File: config.mk
export PLATFORM = sky130hd
export DESIGN_NAME = two_state_viterbi_sliding_traceback
export DESIGN_NICKNAME = d
export VERILOG_FILES = /design/src/rtl/tsv_pkg.sv /design/src/rtl/two_state_viterbi_sliding_traceback.sv /design/src/rtl/tsv_front.sv /design/src/rtl/tsv_back.sv
export SDC_FILE = /design/constraint.sdc
export NUM_CORES = 1
export LEC_CHECK = 0
export BUFFER_PORTS_ARGS = -buffer_cell sky130_fd_sc_hd__buf_2
export CORE_UTILIZATION = 55
export DETAILED_ROUTE_END_ITERATION = 16
export PLACE_DENSITY = 0.72
export SETUP_SLACK_MARGIN = 0.02
export SLEW_MARGIN = 0
export SYNTH_ARGS = -nofsm -noshare
export SYNTH_HDL_FRONTEND = slang
export SYNTH_SLANG_ARGS = --single-unit
File: constraint.sdc
create_clock -name clk_i -period 16.5 [get_ports clk_i]
set_input_delay 3.3 -clock clk_i [delete_from_list [all_inputs] [get_ports clk_i]]
set_output_delay 3.3 -clock clk_i [all_outputs]
set_load 0.005 [all_outputs]
File: src/rtl/tsv_pkg.sv
package tsv_pkg;

  // window and metric sizing
  localparam int WINDOW_LEN   = 32;
  localparam int METRIC_WIDTH = 28;
  localparam int DATA_W       = 24;
  localparam int PTR_W        = (WINDOW_LEN > 1) ? $clog2(WINDOW_LEN) : 1;
  localparam int CAND_W       = METRIC_WIDTH + 3;
  localparam int PATH_W       = 32;

  // stream widths
  localparam int IN_TDATA_W  = 2 * DATA_W;
  localparam int OUT_TDATA_W = ((PATH_W + 1 + 7) / 8) * 8;

  // configuration register indexes
  localparam int CFG_IDX_W = 3;
  localparam logic [CFG_IDX_W-1:0] REG_TRANS_UNV_FROM_UNV = 3'd0;
  localparam logic [CFG_IDX_W-1:0] REG_TRANS_UNV_FROM_VOI = 3'd1;
  localparam logic [CFG_IDX_W-1:0] REG_TRANS_VOI_FROM_UNV = 3'd2;
  localparam logic [CFG_IDX_W-1:0] REG_TRANS_VOI_FROM_VOI = 3'd3;
  localparam logic [CFG_IDX_W-1:0] REG_INIT_METRIC_UNV    = 3'd4;
  localparam logic [CFG_IDX_W-1:0] REG_INIT_METRIC_VOI    = 3'd5;

  // largest positive metric, at candidate width
  localparam logic signed [CAND_W-1:0] METRIC_MAX =
    {{(CAND_W - METRIC_WIDTH + 1){1'b0}}, {(METRIC_WIDTH - 1){1'b1}}};

  // one frame of emission log-likelihoods
  typedef struct packed {
    logic signed [DATA_W-1:0] loglik_voiced;
    logic signed [DATA_W-1:0] loglik_unvoiced;
  } item_t;

  // configuration registers as seen by the decoder core
  typedef struct packed {
    logic signed [DATA_W-1:0] trans_unv_from_unv;
    logic signed [DATA_W-1:0] trans_unv_from_voi;
    logic signed [DATA_W-1:0] trans_voi_from_unv;
    logic signed [DATA_W-1:0] trans_voi_from_voi;
    logic signed [DATA_W-1:0] init_metric_unv;
    logic signed [DATA_W-1:0] init_metric_voi;
  } cfg_t;

endpackage

File: src/rtl/two_state_viterbi_sliding_traceback.sv
// channel  | direction | handshake                     | payload
// s_axis   | in        | s_axis_tvalid / s_axis_tready | tdata: loglik_unvoiced, loglik_voiced
// m_axis   | out       | m_axis_tvalid / m_axis_tready | tdata: path_bits, best_state, pad
// cfg      | in        | cfg_valid_i / cfg_ready_o     | cfg_index_i, cfg_data_i
//
// each item passes in order through add-compare-select, renormalization, a traceback walk
// back through the survivor rows and a load of the result register; the core takes no new
// item until that load is done, so the traceback walk sets the rate
// reset clears metrics, survivor rows and pointers at once, no clearing pass
// a two-item input queue and a result register let either side stall on its own
module two_state_viterbi_sliding_traceback (
  input  logic                                clk_i,
  input  logic                                rst_ni,
  input  logic                                s_axis_tvalid,
  output logic                                s_axis_tready,
  // loglik_unvoiced [23:0], loglik_voiced [47:24]
  input  logic [tsv_pkg::IN_TDATA_W-1:0]      s_axis_tdata,
  output logic                                m_axis_tvalid,
  input  logic                                m_axis_tready,
  // path_bits [31:0], best_state [32], zero [39:33]
  output logic [tsv_pkg::OUT_TDATA_W-1:0]     m_axis_tdata,
  input  logic                                cfg_valid_i,
  output logic                                cfg_ready_o,
  input  logic [tsv_pkg::CFG_IDX_W-1:0]       cfg_index_i,
  input  logic [tsv_pkg::DATA_W-1:0]          cfg_data_i
);

  tsv_pkg::cfg_t                cfg_q;
  tsv_pkg::item_t               item;
  logic                         item_valid, item_ready;
  logic [tsv_pkg::PATH_W-1:0]   out_path;
  logic                         out_best;

  assign cfg_ready_o = 1'b1;

  // configuration registers, unknown indexes ignored
  always_ff @(posedge clk_i or negedge rst_ni) begin
    if (!rst_ni) begin
      cfg_q <= '0;
    end else if (cfg_valid_i) begin
      case (cfg_index_i)
        tsv_pkg::REG_TRANS_UNV_FROM_UNV: cfg_q.trans_unv_from_unv <= cfg_data_i;
        tsv_pkg::REG_TRANS_UNV_FROM_VOI: cfg_q.trans_unv_from_voi <= cfg_data_i;
        tsv_pkg::REG_TRANS_VOI_FROM_UNV: cfg_q.trans_voi_from_unv <= cfg_data_i;
        tsv_pkg::REG_TRANS_VOI_FROM_VOI: cfg_q.trans_voi_from_voi <= cfg_data_i;
        tsv_pkg::REG_INIT_METRIC_UNV:    cfg_q.init_metric_unv    <= cfg_data_i;
        tsv_pkg::REG_INIT_METRIC_VOI:    cfg_q.init_metric_voi    <= cfg_data_i;
        default: begin
        end
      endcase
    end
  end

  // input queue
  tsv_front u_front (
    .clk_i        (clk_i),
    .rst_ni       (rst_ni),
    .s_valid_i    (s_axis_tvalid),
    .s_ready_o    (s_axis_tready),
    .s_data_i     (s_axis_tdata),
    .item_valid_o (item_valid),
    .item_ready_i (item_ready),
    .item_o       (item)
  );

  // decoder core
  tsv_back u_back (
    .clk_i        (clk_i),
    .rst_ni       (rst_ni),
    .cfg_i        (cfg_q),
    .item_valid_i (item_valid),
    .item_ready_o (item_ready),
    .item_i       (item),
    .out_valid_o  (m_axis_tvalid),
    .out_ready_i  (m_axis_tready),
    .out_path_o   (out_path),
    .out_best_o   (out_best)
  );

  // pack the result word
  assign m_axis_tdata = tsv_pkg::OUT_TDATA_W'({out_best, out_path});

endmodule

File: src/rtl/tsv_front.sv
module tsv_front (
  input  logic                              clk_i,
  input  logic                              rst_ni,
  input  logic                              s_valid_i,
  output logic                              s_ready_o,
  input  logic [tsv_pkg::IN_TDATA_W-1:0]    s_data_i,
  output logic                              item_valid_o,
  input  logic                              item_ready_i,
  output tsv_pkg::item_t                    item_o
);

  tsv_pkg::item_t slot_q [2];
  logic           wr_ptr_q, wr_ptr_d;
  logic           rd_ptr_q, rd_ptr_d;
  logic [1:0]     count_q, count_d;
  logic           push, pop;
  tsv_pkg::item_t in_item;

  // split the incoming word into its fields
  assign in_item.loglik_unvoiced = s_data_i[tsv_pkg::DATA_W-1:0];
  assign in_item.loglik_voiced   = s_data_i[2*tsv_pkg::DATA_W-1:tsv_pkg::DATA_W];

  assign s_ready_o    = (count_q != 2'd2);
  assign item_valid_o = (count_q != 2'd0);
  assign item_o       = slot_q[rd_ptr_q];

  assign push = s_valid_i && s_ready_o;
  assign pop  = item_valid_o && item_ready_i;

  // queue pointers and fill level
  always_comb begin
    wr_ptr_d = push ? ~wr_ptr_q : wr_ptr_q;
    rd_ptr_d = pop ? ~rd_ptr_q : rd_ptr_q;
    count_d  = count_q;
    if (push && !pop) begin
      count_d = count_q + 2'd1;
    end else if (pop && !push) begin
      count_d = count_q - 2'd1;
    end
  end

  always_ff @(posedge clk_i or negedge rst_ni) begin
    if (!rst_ni) begin
      wr_ptr_q <= 1'b0;
      rd_ptr_q <= 1'b0;
      count_q  <= 2'd0;
    end else begin
      wr_ptr_q <= wr_ptr_d;
      rd_ptr_q <= rd_ptr_d;
      count_q  <= count_d;
    end
  end

  // queue storage
  always_ff @(posedge clk_i) begin
    if (push) begin
      slot_q[wr_ptr_q] <= in_item;
    end
  end

  // fill level never passes two, and pointers differ by the fill level
  a_count_range: assert property (@(posedge clk_i) disable iff (!rst_ni)
    count_q != 2'd3)
    else $error("queue fill level out of range");

  a_ptr_match: assert property (@(posedge clk_i) disable iff (!rst_ni)
    (count_q == 2'd0 || count_q == 2'd2) |-> (wr_ptr_q == rd_ptr_q))
    else $error("queue pointers disagree with fill level");

endmodule

File: src/rtl/tsv_back.sv
module tsv_back (
  input  logic                         clk_i,
  input  logic                         rst_ni,
  input  tsv_pkg::cfg_t                cfg_i,
  input  logic                         item_valid_i,
  output logic                         item_ready_o,
  input  tsv_pkg::item_t               item_i,
  output logic                         out_valid_o,
  input  logic                         out_ready_i,
  output logic [tsv_pkg::PATH_W-1:0]   out_path_o,
  output logic                         out_best_o
);

  typedef enum logic [1:0] {
    ST_IDLE,
    ST_NORM,
    ST_TRACE,
    ST_DONE
  } state_e;

  localparam logic [tsv_pkg::PTR_W-1:0] PTR_LAST = tsv_pkg::PTR_W'(tsv_pkg::WINDOW_LEN - 1);
  localparam logic [tsv_pkg::PTR_W-1:0] CNT_LAST = tsv_pkg::PTR_W'(tsv_pkg::WINDOW_LEN - 2);

  state_e                                  state_q;
  logic                                    primed_q;
  logic signed [tsv_pkg::METRIC_WIDTH-1:0] metric_q [2];
  logic [1:0]                              store_q [tsv_pkg::WINDOW_LEN];
  logic [tsv_pkg::PTR_W-1:0]               wptr_q;
  logic [tsv_pkg::PTR_W-1:0]               rptr_q;
  logic [tsv_pkg::PTR_W-1:0]               cnt_q;
  logic                                    out_valid_q;
  logic [tsv_pkg::PATH_W-1:0]              out_path_q;
  logic                                    out_best_q;

  logic signed [tsv_pkg::CAND_W-1:0]       next_q [2];
  logic [tsv_pkg::WINDOW_LEN-1:0]          tb_bits_q;
  logic                                    tb_state_q;
  logic                                    best_q;

  logic signed [tsv_pkg::CAND_W-1:0] prev0, prev1;
  logic signed [tsv_pkg::CAND_W-1:0] c00, c01, c10, c11;
  logic signed [tsv_pkg::CAND_W-1:0] lo, v0, v1, m0, m1;
  logic                              sel0, sel1, best, tb_next, take, load;
  logic [tsv_pkg::PTR_W-1:0]         wptr_inc, rptr_dec;

  // add-compare-select on the popped frame
  always_comb begin
    prev0 = primed_q ? tsv_pkg::CAND_W'(metric_q[0]) : tsv_pkg::CAND_W'(cfg_i.init_metric_unv);
    prev1 = primed_q ? tsv_pkg::CAND_W'(metric_q[1]) : tsv_pkg::CAND_W'(cfg_i.init_metric_voi);
    c00 = prev0 + tsv_pkg::CAND_W'(cfg_i.trans_unv_from_unv)
        + tsv_pkg::CAND_W'(item_i.loglik_unvoiced);
    c01 = prev1 + tsv_pkg::CAND_W'(cfg_i.trans_unv_from_voi)
        + tsv_pkg::CAND_W'(item_i.loglik_unvoiced);
    c10 = prev0 + tsv_pkg::CAND_W'(cfg_i.trans_voi_from_unv)
        + tsv_pkg::CAND_W'(item_i.loglik_voiced);
    c11 = prev1 + tsv_pkg::CAND_W'(cfg_i.trans_voi_from_voi)
        + tsv_pkg::CAND_W'(item_i.loglik_voiced);
    sel0 = !(c00 > c01);
    sel1 = !(c10 > c11);
  end

  // best state and renormalization, ties go to voiced
  always_comb begin
    best = !(next_q[0] > next_q[1]);
    lo   = best ? next_q[0] : next_q[1];
    v0   = next_q[0] - lo;
    v1   = next_q[1] - lo;
    m0   = (v0 > tsv_pkg::METRIC_MAX) ? tsv_pkg::METRIC_MAX : v0;
    m1   = (v1 > tsv_pkg::METRIC_MAX) ? tsv_pkg::METRIC_MAX : v1;
  end

  // circular pointer steps and traceback lookup
  assign wptr_inc = (wptr_q == PTR_LAST) ? '0 : wptr_q + 1'b1;
  assign rptr_dec = (rptr_q == '0) ? PTR_LAST : rptr_q - 1'b1;
  assign tb_next  = store_q[rptr_q][tb_state_q];

  assign take = (state_q == ST_IDLE) && item_valid_i;
  assign load = (state_q == ST_DONE) && (!out_valid_q || out_ready_i);

  assign item_ready_o = (state_q == ST_IDLE);
  assign out_valid_o  = out_valid_q;
  assign out_path_o   = out_path_q;
  assign out_best_o   = out_best_q;

  // sequencer, metrics, survivor rows and result register
  always_ff @(posedge clk_i or negedge rst_ni) begin
    if (!rst_ni) begin
      state_q     <= ST_IDLE;
      primed_q    <= 1'b0;
      metric_q[0] <= '0;
      metric_q[1] <= '0;
      for (int i = 0; i < tsv_pkg::WINDOW_LEN; i++) begin
        store_q[i] <= 2'b00;
      end
      wptr_q      <= '0;
      rptr_q      <= '0;
      cnt_q       <= '0;
      out_valid_q <= 1'b0;
      out_path_q  <= '0;
      out_best_q  <= 1'b0;
    end else begin
      if (out_valid_q && out_ready_i) begin
        out_valid_q <= 1'b0;
      end
      case (state_q)
        ST_IDLE: begin
          if (take) begin
            store_q[wptr_q] <= {sel1, sel0};
            rptr_q          <= wptr_q;
            wptr_q          <= wptr_inc;
            primed_q        <= 1'b1;
            state_q         <= ST_NORM;
          end
        end
        ST_NORM: begin
          metric_q[0] <= tsv_pkg::METRIC_WIDTH'(m0);
          metric_q[1] <= tsv_pkg::METRIC_WIDTH'(m1);
          cnt_q       <= '0;
          state_q     <= ST_TRACE;
        end
        ST_TRACE: begin
          rptr_q <= rptr_dec;
          cnt_q  <= cnt_q + 1'b1;
          if (cnt_q == CNT_LAST) begin
            state_q <= ST_DONE;
          end
        end
        ST_DONE: begin
          if (load) begin
            out_valid_q <= 1'b1;
            out_path_q  <= tsv_pkg::PATH_W'(tb_bits_q);
            out_best_q  <= best_q;
            state_q     <= ST_IDLE;
          end
        end
        default: begin
          state_q <= ST_IDLE;
        end
      endcase
    end
  end

  // candidate metrics and traceback shift register
  always_ff @(posedge clk_i) begin
    if (take) begin
      next_q[0] <= sel0 ? c01 : c00;
      next_q[1] <= sel1 ? c11 : c10;
    end
    if (state_q == ST_NORM) begin
      best_q     <= best;
      tb_state_q <= best;
      tb_bits_q  <= tsv_pkg::WINDOW_LEN'(best);
    end else if (state_q == ST_TRACE) begin
      tb_state_q <= tb_next;
      tb_bits_q  <= {tb_bits_q[tsv_pkg::WINDOW_LEN-2:0], tb_next};
    end
  end

  // after renormalization the smaller metric is zero
  a_renorm_zero: assert property (@(posedge clk_i) disable iff (!rst_ni)
    (state_q == ST_NORM) |=> (metric_q[0] == '0 || metric_q[1] == '0))
    else $error("metrics not renormalized");

  // traceback ends after its last step
  a_trace_end: assert property (@(posedge clk_i) disable iff (!rst_ni)
    (state_q == ST_TRACE && cnt_q == CNT_LAST) |=> (state_q == ST_DONE))
    else $error("traceback did not finish on time");

  // write pointer stays inside the window
  a_wptr_range: assert property (@(posedge clk_i) disable iff (!rst_ni)
    wptr_q <= PTR_LAST)
    else $error("write pointer outside window");

  // a pending result is never replaced
  a_no_overwrite: assert property (@(posedge clk_i) disable iff (!rst_ni)
    (out_valid_q && !out_ready_i) |=> (out_valid_q && $stable(out_path_q)))
    else $error("pending result overwritten");

endmodule
=== Word level (Yosys, flattened, before mapping) ===
Memory sizes are Yosys's and may differ from the RTL's.
Cells that the tools add are included.
W data, S select, Z words.

* Bits in latches: 0
* Word-level logic and storage cells: 167
* ROM bits: 0
* Memories: 2
* Flip-flop bits (word level): 354
* RAM bits: 158

* Multiply operators: 0
* Order comparisons: 9
* Divide/modulo/power cells: 0
* Bitwise operators: 4
* Muxes and demuxes: 37
* Equality and inequality tests: 14
* Reduce and logical (&&, ||, !) cells: 31
* Shift-type cells: 0
* $add $sub $neg: 15

{| class="wikitable"
|+ Memory list
! name !! depth !! bits a word !! rd ports !! clocked after memory_dff !! write ports !! line !! RTL
|-
| u_front.slot_q || 2 || 48 || 1 || 0 || 1 || tsv_front.sv:12 || <nowiki>tsv_pkg::item_t slot_q [2];</nowiki>
|-
| u_back.next_q || 2 || 31 || 2 || 0 || 2 || tsv_back.sv:35 || <nowiki>logic signed [tsv_pkg::CAND_W-1:0] next_q [2];</nowiki>
|}

{| class="wikitable"
|+ Operator list
! cell !! count
|-
| $add A31 B24 Y31 || 8
|-
| $mux W31 || 5
|-
| $gt A31 B31 Y1 || 3
|-
| $bwmux W64 || 1
|-
| $gt A31 B28 Y1 const B || 2
|-
| $sub A31 B31 Y31 || 2
|-
| $mux W28 || 2
|-
| $pmux W5 S2 || 2
|-
| $reduce_and A2 Y1 || 9
|-
| $mux W2 || 8
|-
| $mux W5 || 3
|-
| $mux W1 || 13
|-
| $ge A6 B6 Y1 const B || 2
|-
| $not A5 Y6 || 2
|-
| $add A5 B1 Y5 const B || 2
|-
| $bmux W2 S5 || 1
|-
| $demux W2 S5 || 1
|-
| $eq A5 B5 Y1 const B || 2
|-
| $pmux W2 S4 || 1
|-
| $reduce_bool A2 Y1 || 4
|-
| $logic_and A1 B1 Y1 || 7
|-
| $eq A3 B2 Y1 const B || 2
|-
| $eq A3 B3 Y1 const B || 2
|-
| $logic_not A1 Y1 || 6
|-
| 16 further kinds || 20
|}

=== Logic depth before layout (Yosys ltp) ===
Gate-level depths: netlist of run 1.

* Depth in word-level cells: 8
* Mapped depth: 31
* Gate-level depth less buffers: 27

=== Hierarchy ===
A second synthesis of run 1 with hierarchy kept.

* Cells, all modules: 3259
* Area total of the unflattened synthesis: 34668.2 um^2

{| class="wikitable"
|+ Modules (own cells, without submodules)
! module !! area each (um^2) !! times used !! cells each
|-
| tsv_back || 25199.2 || 1 || 2771
|-
| two_state_viterbi_sliding_traceback || 5765.5 || 1 || 321
|-
| tsv_front || 3703.6 || 1 || 167
|}

=== Worst setup path after synthesis of run 1 ===
No wires, ideal clock.

* Path kind: register -> register
* Start point: register u_back.primed_q
* End point: memory u_back.next_q[0][60] (netlist name) (data pin)
* Path slack: 9553 ps
* Data arrival time: 6688 ps
* Stages on the path, launching flop included: 28
* Period minus slack after synthesis: 6947 ps
* Path through: dfrtp_1 > clkbuf_1 > buf_1 > mux2_2 > fa_1 > ha_1 > fa_1 > a21o_1 > a21oi_1 > o21ai_1 > a31o_2 > o41ai_2 > nor2_1 > a311o_1 > a221o_1 > a21oi_2 > o21ai_1 > a211oi_1 > nor2_1 > ha_1 > nand4_1 > nor4_1 > o311ai_1 > and2_1 > a211oi_2 > clkbuf_1 > o311ai_0 > o31a_1

{| class="wikitable"
|+ RTL lines
! what !! line !! RTL
|-
| start: declaration || tsv_back.sv:25 || <nowiki>logic primed_q;</nowiki>
|-
| start signal: assignment || tsv_back.sv:89 || <nowiki>primed_q <= 1'b0;</nowiki>
|-
| start signal: assignment || tsv_back.sv:111 || <nowiki>primed_q <= 1'b1;</nowiki>
|-
| end: declaration || tsv_back.sv:35 ||
|}

==> results of run 1 <==
## per-layer routing
layer | share of wire | GRT usage | vias to the layer above | wire length [um]
li1 | - | - | 11900 | -
met1 | 0.44 | 0.434 | 12900 | 43500
met2 | 0.46 | 0.495 | 928 | 45100
met3 | 0.068 | 0.0471 | 185 | 6740
met4 | 0.032 | 0.104 | 4 | 3160
met5 | 0.00020 | 0 | - | 20
## worst max-delay path, cell delays in order (launching register included)
cell       delay [ps]
dfrtp_2           660
buf_4             590
mux2_2            450
fa_1              450
ha_1              350
a21o_1            220
a2111oi_0         820
o21ai_0           370
a31oi_1           430
nor3_1            130
o21ai_0           310
o21ai_1           220
a211oi_1          300
o21bai_1          110
xnor2_1           200
inv_1              70
ha_1              300
nand4_1           130
nor4_1            360
o21ai_0           140
a21oi_1           280
nor2_1            130
o221ai_4          440
buf_4             640
mux2_2            410
## layout by cell type, fill, tap and decap left out, drive strengths merged, types with 35 or more instances in the layout
cell type / count
dfrtp: 320
mux2: 318
nor2: 238
ha: 236
nand2: 228
a21oi: 216
o21ai: 172
edfxtp: 160
inv: 140
buf: 140
fa: 116
xnor2: 80
clkbuf: 79
xor2: 73
a21o: 65
nand2b: 62
nor3: 55
mux2i: 53
nand3: 49
a31oi: 41
maj3: 39
nor2b: 35
## registers in the layout, summed over array words and instances (netlist names), 5 cells and up
name,flops
u_back.cnt_q,5
u_front.slot_q,96
cfg_q,144
u_back.store_q,64
u_back.tb_bits_q,32
u_back.rptr_q,5
u_back.wptr_q,5
u_back.next_q,62
u_back.metric_q,56
u_back.out_path_o,32
## area by class of cell
| type | count | area, um^2 | area share |
|---|---|---|---|
| Timing Repair Buffer | 140 | 788 | 0.0208 |
| Clock inverter | 24 | 228 | 0.00601 |
| Multi-Input combinational cell | 2470 | 20300 | 0.535 |
| Inverter | 133 | 499 | 0.0132 |
| Sequential cell | 511 | 13400 | 0.355 |
| Clock buffer | 79 | 1610 | 0.0426 |
| Tap cell | 837 | 1050 | 0.0277 |
## path summary, 6_finish.rpt
kind,start,endpoint
min,u_back.best_q$_DFFE_PP_,u_back.out_best_o$_DFFE_PN0P_
max,u_back.primed_q$_DFFE_PN0P_,u_back.next_q[0][15]$_DFFE_PP_
max in group asynchronous,rst_ni,u_front.rd_ptr_q$_DFFE_PN0P_
max reg2reg,u_back.primed_q$_DFFE_PN0P_,u_back.next_q[0][15]$_DFFE_PP_
min reg2reg,u_back.best_q$_DFFE_PP_,u_back.out_best_o$_DFFE_PN0P_
min in group asynchronous,rst_ni,u_back.out_path_o[6]$_DFFE_PN0P_
## cell families after synthesis
family                     count (synthesis)  synth area share
muxes                                    392             0.133
other                                      2          0.000217
and+or+nand+nor                          801             0.110
DFF                                      511             0.388
buffers and inverters                    252            0.0290
AOI/OAI and AO/OA                        725             0.137
adders and majority gates                391             0.164
xor gates and xnor gates                 153            0.0392
## per-stage QoR
stage          setup slack (ps)   util  hold WS (ps)  instances
4_1_cts                    7480  0.611           487       4194
3_5_place_dp               7520  0.582           470       4091
3_3_place_gp               7740  0.582           459       4091
2_1_floorplan              9550      -           445       3233
6_report                   7600  0.611           482       4194
5_1_grt                    6790  0.611           496       4194
==> summary.md, run 1 <==
| Metric | Value |
|---|---|
| EDFF count, synth | `160` |
| Clock transition at path regs | `roughly 60 ps` |
| Post-Syn Instances | `3,227` |
| Worst Tran Pin Value | `1160 ps` |
| Mapped Area | `~35,000 um^2` |
| Row cnt | `91` |
| Vias | `26,000` |
| Area growth syn-to-layout | `9.48%` |
| Port Buffers | `114` |
| Post-DP HPWL | `75.5 mm` |
| H-tree depth | `2` |
| Reg2reg setup slack | `about 7600 ps` |
| CP max FO | `60` |
| Synth warn | `0` |
| Detail Route Antenna Nets | `0` |
| Vias in the first global route | `around 26,000` |
| Fraction of layout cells with a size suffix above 1 | `0.192` |
| Worst Hold Class | `reg -> reg` |
| Clock Skew | `about 20 ps` |
| Critical path arrival | `9260 ps` |
| TritonCTS buffer count | `55` |
| Critical path required time | `between 15,000 and 20,000 ps` |
| GR Overflow Total | `0` |
| Initial DRT Pass Iterations | `6` |
| Worst-Skew Late Latency | `a little over 600 ps` |
| Largest area contributor in the netlist | `dfrtp_1` |
| Initial antenna violation count | `3` |
| Final setup fails | `0` |
| Clk sink count | `511` |
| Finished Cell Area | `about 38,000 um^2` |
| Max-Slew Margin vs Limit | `0.225` |
| CTS tree | `yes` |
| Period Utilization, post-route | `0.540` |
| Top-area cell type share of the netlist area | `0.231` |
| Initial DRC Count | `2,501` |
| Setup TNS | `0 ps` |
| GP Congestion | `slightly above 0.9` |
| Final nets | `3,743` |
| Layout fillers | `5,146` |
| Kind of critical path | `reg -> reg` |
| Longest Clk Path Bufs | `3` |
| Final worst path period need | `8900 ps` |
| Worst hold stages | `1` |
| DIE WIDTH | `approximately 250 um` |
| Register area share after synthesis | `0.388` |
| GRT Util Overall | `0.311` |
| Ant. Diodes | `0` |
| Most instantiated cells after synthesis | `dfrtp_1 (320), mux2_2 (318), nor2_1 (238)` |
| Primary FF master, synth | `dfrtp_1` |
| Post-CTS Setup Inserts | `0` |
| FMAX | `112 MHz` |
| Fraction of registers with async set/reset | `0.626` |
| Hold Violations, Final | `0` |
| Core area | `61,900 um^2` |
| Flops & latches, synth | `just over 500` |
| Pins Over Slew Limit | `0` |
| Vias per inst | `between 6 and 7` |
| Synthesized area per cell | `10.7 um^2` |
| Root buf cell | `clkbuf_16` |
| Final WL | `98.5 mm` |
| First-pass GRT wire length | `152 mm` |
| Cts hold-fix bufs | `0` |
| Area contributors post-synth | `dfrtp_1 (23%), edfxtp_1 (14%), mux2_2 (10%)` |
| WL/cell | `23.5 um` |
| Status | `finished clean` |
| Distinct cells, synth | `106` |
| Most frequent cell after synthesis | `dfrtp_1` |
| Placed cell areas | `36,000 um^2` |
| Startpoint Class | `flop` |
| Max cap viols | `0` |
| Die H | `253 um` |
| Cell count of the worst reg-to-reg path | `24` |
| DIE AREA | `63,900 um^2` |
| # IOs | `123` |
| Drt drc | `0` |
| Largest net degree at the start of global routing | `154` |
| RSZ-0062 raised after global routing | `false` |
| Worst Setup End Kind | `flop` |
| Initial Util | `0.559` |
| Post-CTS resize count | `0` |
Power of run 1 is not shown: default switching activity piles up to over one toggle a cycle in this logic, so the estimate is an artifact.
==> run 2: changes to the inputs <==
Clock period 16.5 ns to 8.5 ns, I/O delays scaled along.
==> summary.md, run 2 (same netlist as run 1, synthesis figures left out) <==
| Metric | Value |
|---|---|
| Fraction of layout cells with a size suffix above 1 | `0.194 (was 0.192)` |
| Port Buffers | `114 (unchanged)` |
| DIE WIDTH | `253 um (unchanged)` |
| DIE AREA | `63,900 um^2 (unchanged)` |
| Vias per inst | `6.20 (was 6.19)` |
| Ant. Diodes | `0 (unchanged)` |
| Final WL | `98.7 mm (was 98.5 mm)` |
| Placed cell count | `4,097 (was 4,091)` |
| GRT Util Overall | `0.313 (was 0.311)` |
| Initial Util | `0.559 (unchanged)` |
| Final setup fails | `0 (unchanged)` |
| CTS tree | `yes (unchanged)` |
| Worst-Skew Late Latency | `630 ps (was 620 ps)` |
| Detail Route Antenna Nets | `0 (unchanged)` |
| Worst Setup End Kind | `flop (unchanged)` |
| Largest net degree at the start of global routing | `150 (was 154)` |
| Startpoint Class | `flop (unchanged)` |
| Initial antenna violation count | `4 (was 3)` |
| RSZ-0062 raised after global routing | `false (unchanged)` |
| Leading cell types in the layout, fill and taps excluded | `mux2_2 (318), dfrtp_1 (318), nor2_1 (236), ha_1 (234), nand2_1 (226) (unchanged)` |
| Clock Skew | `34.8 ps (was 20.4 ps)` |
| Period Utilization, post-route | `0.930 (was 0.540)` |
| Final worst path period need | `7910 ps (was 8900 ps)` |
| GP Congestion | `0.976 (was 0.932)` |
| Setup WS pre-CTS | `595 ps (was 7520 ps)` |
| Critical path required time | `8860 ps (was 16,850 ps)` |
| Final WS setup | `595 ps (was 7600 ps)` |
| Critical Path Max Stage Delay | `520 ps (was 820 ps)` |
| Post-DP HPWL | `75.9 mm (was 75.5 mm)` |
| Longest Clk Path Bufs | `3 (unchanged)` |
| Root buf cell | `clkbuf_16 (unchanged)` |
| Slowest-stage cell, CP | `buf_4 (was a2111oi_0)` |
| Vias | `26,000 (about the same)` |
| Reg2reg setup slack | `590 ps (was 7600 ps)` |
| Top delay family on crit path | `compound AO/OA/AOI/OAI gates (unchanged)` |
| Critical path arrival | `8270 ps (was 9260 ps)` |
| Worst Tran Pin Value | `1340 ps (was 1160 ps)` |
| Max reg flops | `144 (unchanged)` |
| Status | `finished clean (unchanged)` |
| Largest reg by FF count | `cfg_q (unchanged)` |
| FMAX | `127 MHz (was 112 MHz)` |
| Initial DRC Count | `2,367 (was 2,501)` |
| # IOs | `123 (unchanged)` |
| Clk sink count | `511 (unchanged)` |
| Final nets | `3,748 (was 3,743)` |
| Kind of critical path | `reg -> reg (unchanged)` |
| WL/cell | `23.5 um (about the same)` |
| Worst Hold Class | `reg -> reg (unchanged)` |
| First-pass GRT wire length | `153 mm (was 152 mm)` |
| Core area | `61,900 um^2 (unchanged)` |
| Vias in the first global route | `26,200 (was 26,100)` |
| Initial DRT Pass Iterations | `6 (unchanged)` |
| WP buf/inv | `2 (was 3)` |
| CP max FO | `47 (was 60)` |
| Pins Over Slew Limit | `0 (unchanged)` |
| H-tree depth | `2 (unchanged)` |
| Hold Violations, Final | `0 (unchanged)` |
| Cts hold-fix bufs | `0 (unchanged)` |
| Max-Slew Margin vs Limit | `0.0954 (was 0.225)` |
| Clock transition at path regs | `60 ps (about the same)` |
| GR Overflow Total | `0 (unchanged)` |
| Drt drc | `0 (unchanged)` |
| Area growth syn-to-layout | `9.56% (was 9.48%)` |
| Die H | `253 um (unchanged)` |
| Top Registers | `cfg_q x144, u_front.slot_q x96, u_back.store_q x64 (unchanged)` |
| Row cnt | `91 (unchanged)` |
| Max cap viols | `0 (unchanged)` |
| Post-CTS resize count | `0 (unchanged)` |
| TritonCTS buffer count | `54 (was 55)` |
| Setup TNS | `0 ps (unchanged)` |
| Post-Layout Cell Count | `4,196 (was 4,194)` |
| Post-CTS Setup Inserts | `0 (unchanged)` |
run 2: changes by cell type in the layout (fill, tap and decap cells not counted), sizes merged:
| cell | previous run | this run |
|---|---|---|
| clkinv | 13 | 17 |
| clkinvlp | 1 | 2 |
| buf | 140 | 146 |
| clkbuf | 79 | 70 |
run 2: area by class of cell:
cell class	count	area [um^2]
fill	5115	24000
multi-input combinational	2470	20300
sequential	511	13400
clock buffer	70	1530
tap	837	1050
timing repair buffer	146	858
inverter	133	499
clock inverter	29	268
run 2: metal layers:
| metal | part of all wire | vias to the layer above | track usage |
|---|---|---|---|
| li1 | - | 11900 | - |
| met1 | 0.45 | 13000 | 0.444 |
| met2 | 0.45 | 911 | 0.493 |
| met3 | 0.065 | 199 | 0.0407 |
| met4 | 0.035 | 0 | 0.108 |
| met5 | 0 | - | 0 |
run 2: per-stage QoR:
step           area [um^2]  utilization  hold WS (ps)
2_1_floorplan        34600            -           445
3_3_place_gp         36100        0.583           457
3_5_place_dp         36100        0.583           471
4_1_cts              37900        0.612           484
5_1_grt              37900        0.612           512
6_report             37900        0.612           482
run 2: worst paths after layout:
path / cells after the start / startpoint / to
worst max-delay path: 25 / u_back.primed_q$_DFFE_PN0P_ / u_back.next_q[0][60]$_DFFE_PP_
worst min-delay path: 1 / u_back.best_q$_DFFE_PP_ / u_back.out_best_o$_DFFE_PN0P_
worst max register to register: 25 / u_back.primed_q$_DFFE_PN0P_ / u_back.next_q[0][60]$_DFFE_PP_
worst min register to register: 1 / u_back.best_q$_DFFE_PP_ / u_back.out_best_o$_DFFE_PN0P_
max in group asynchronous: 2 / rst_ni / cfg_q[140]$_DFFE_PN0P_
min in group asynchronous: 1 / rst_ni / u_back.out_path_o[6]$_DFFE_PN0P_
Power of run 2 is left out for the same reason.
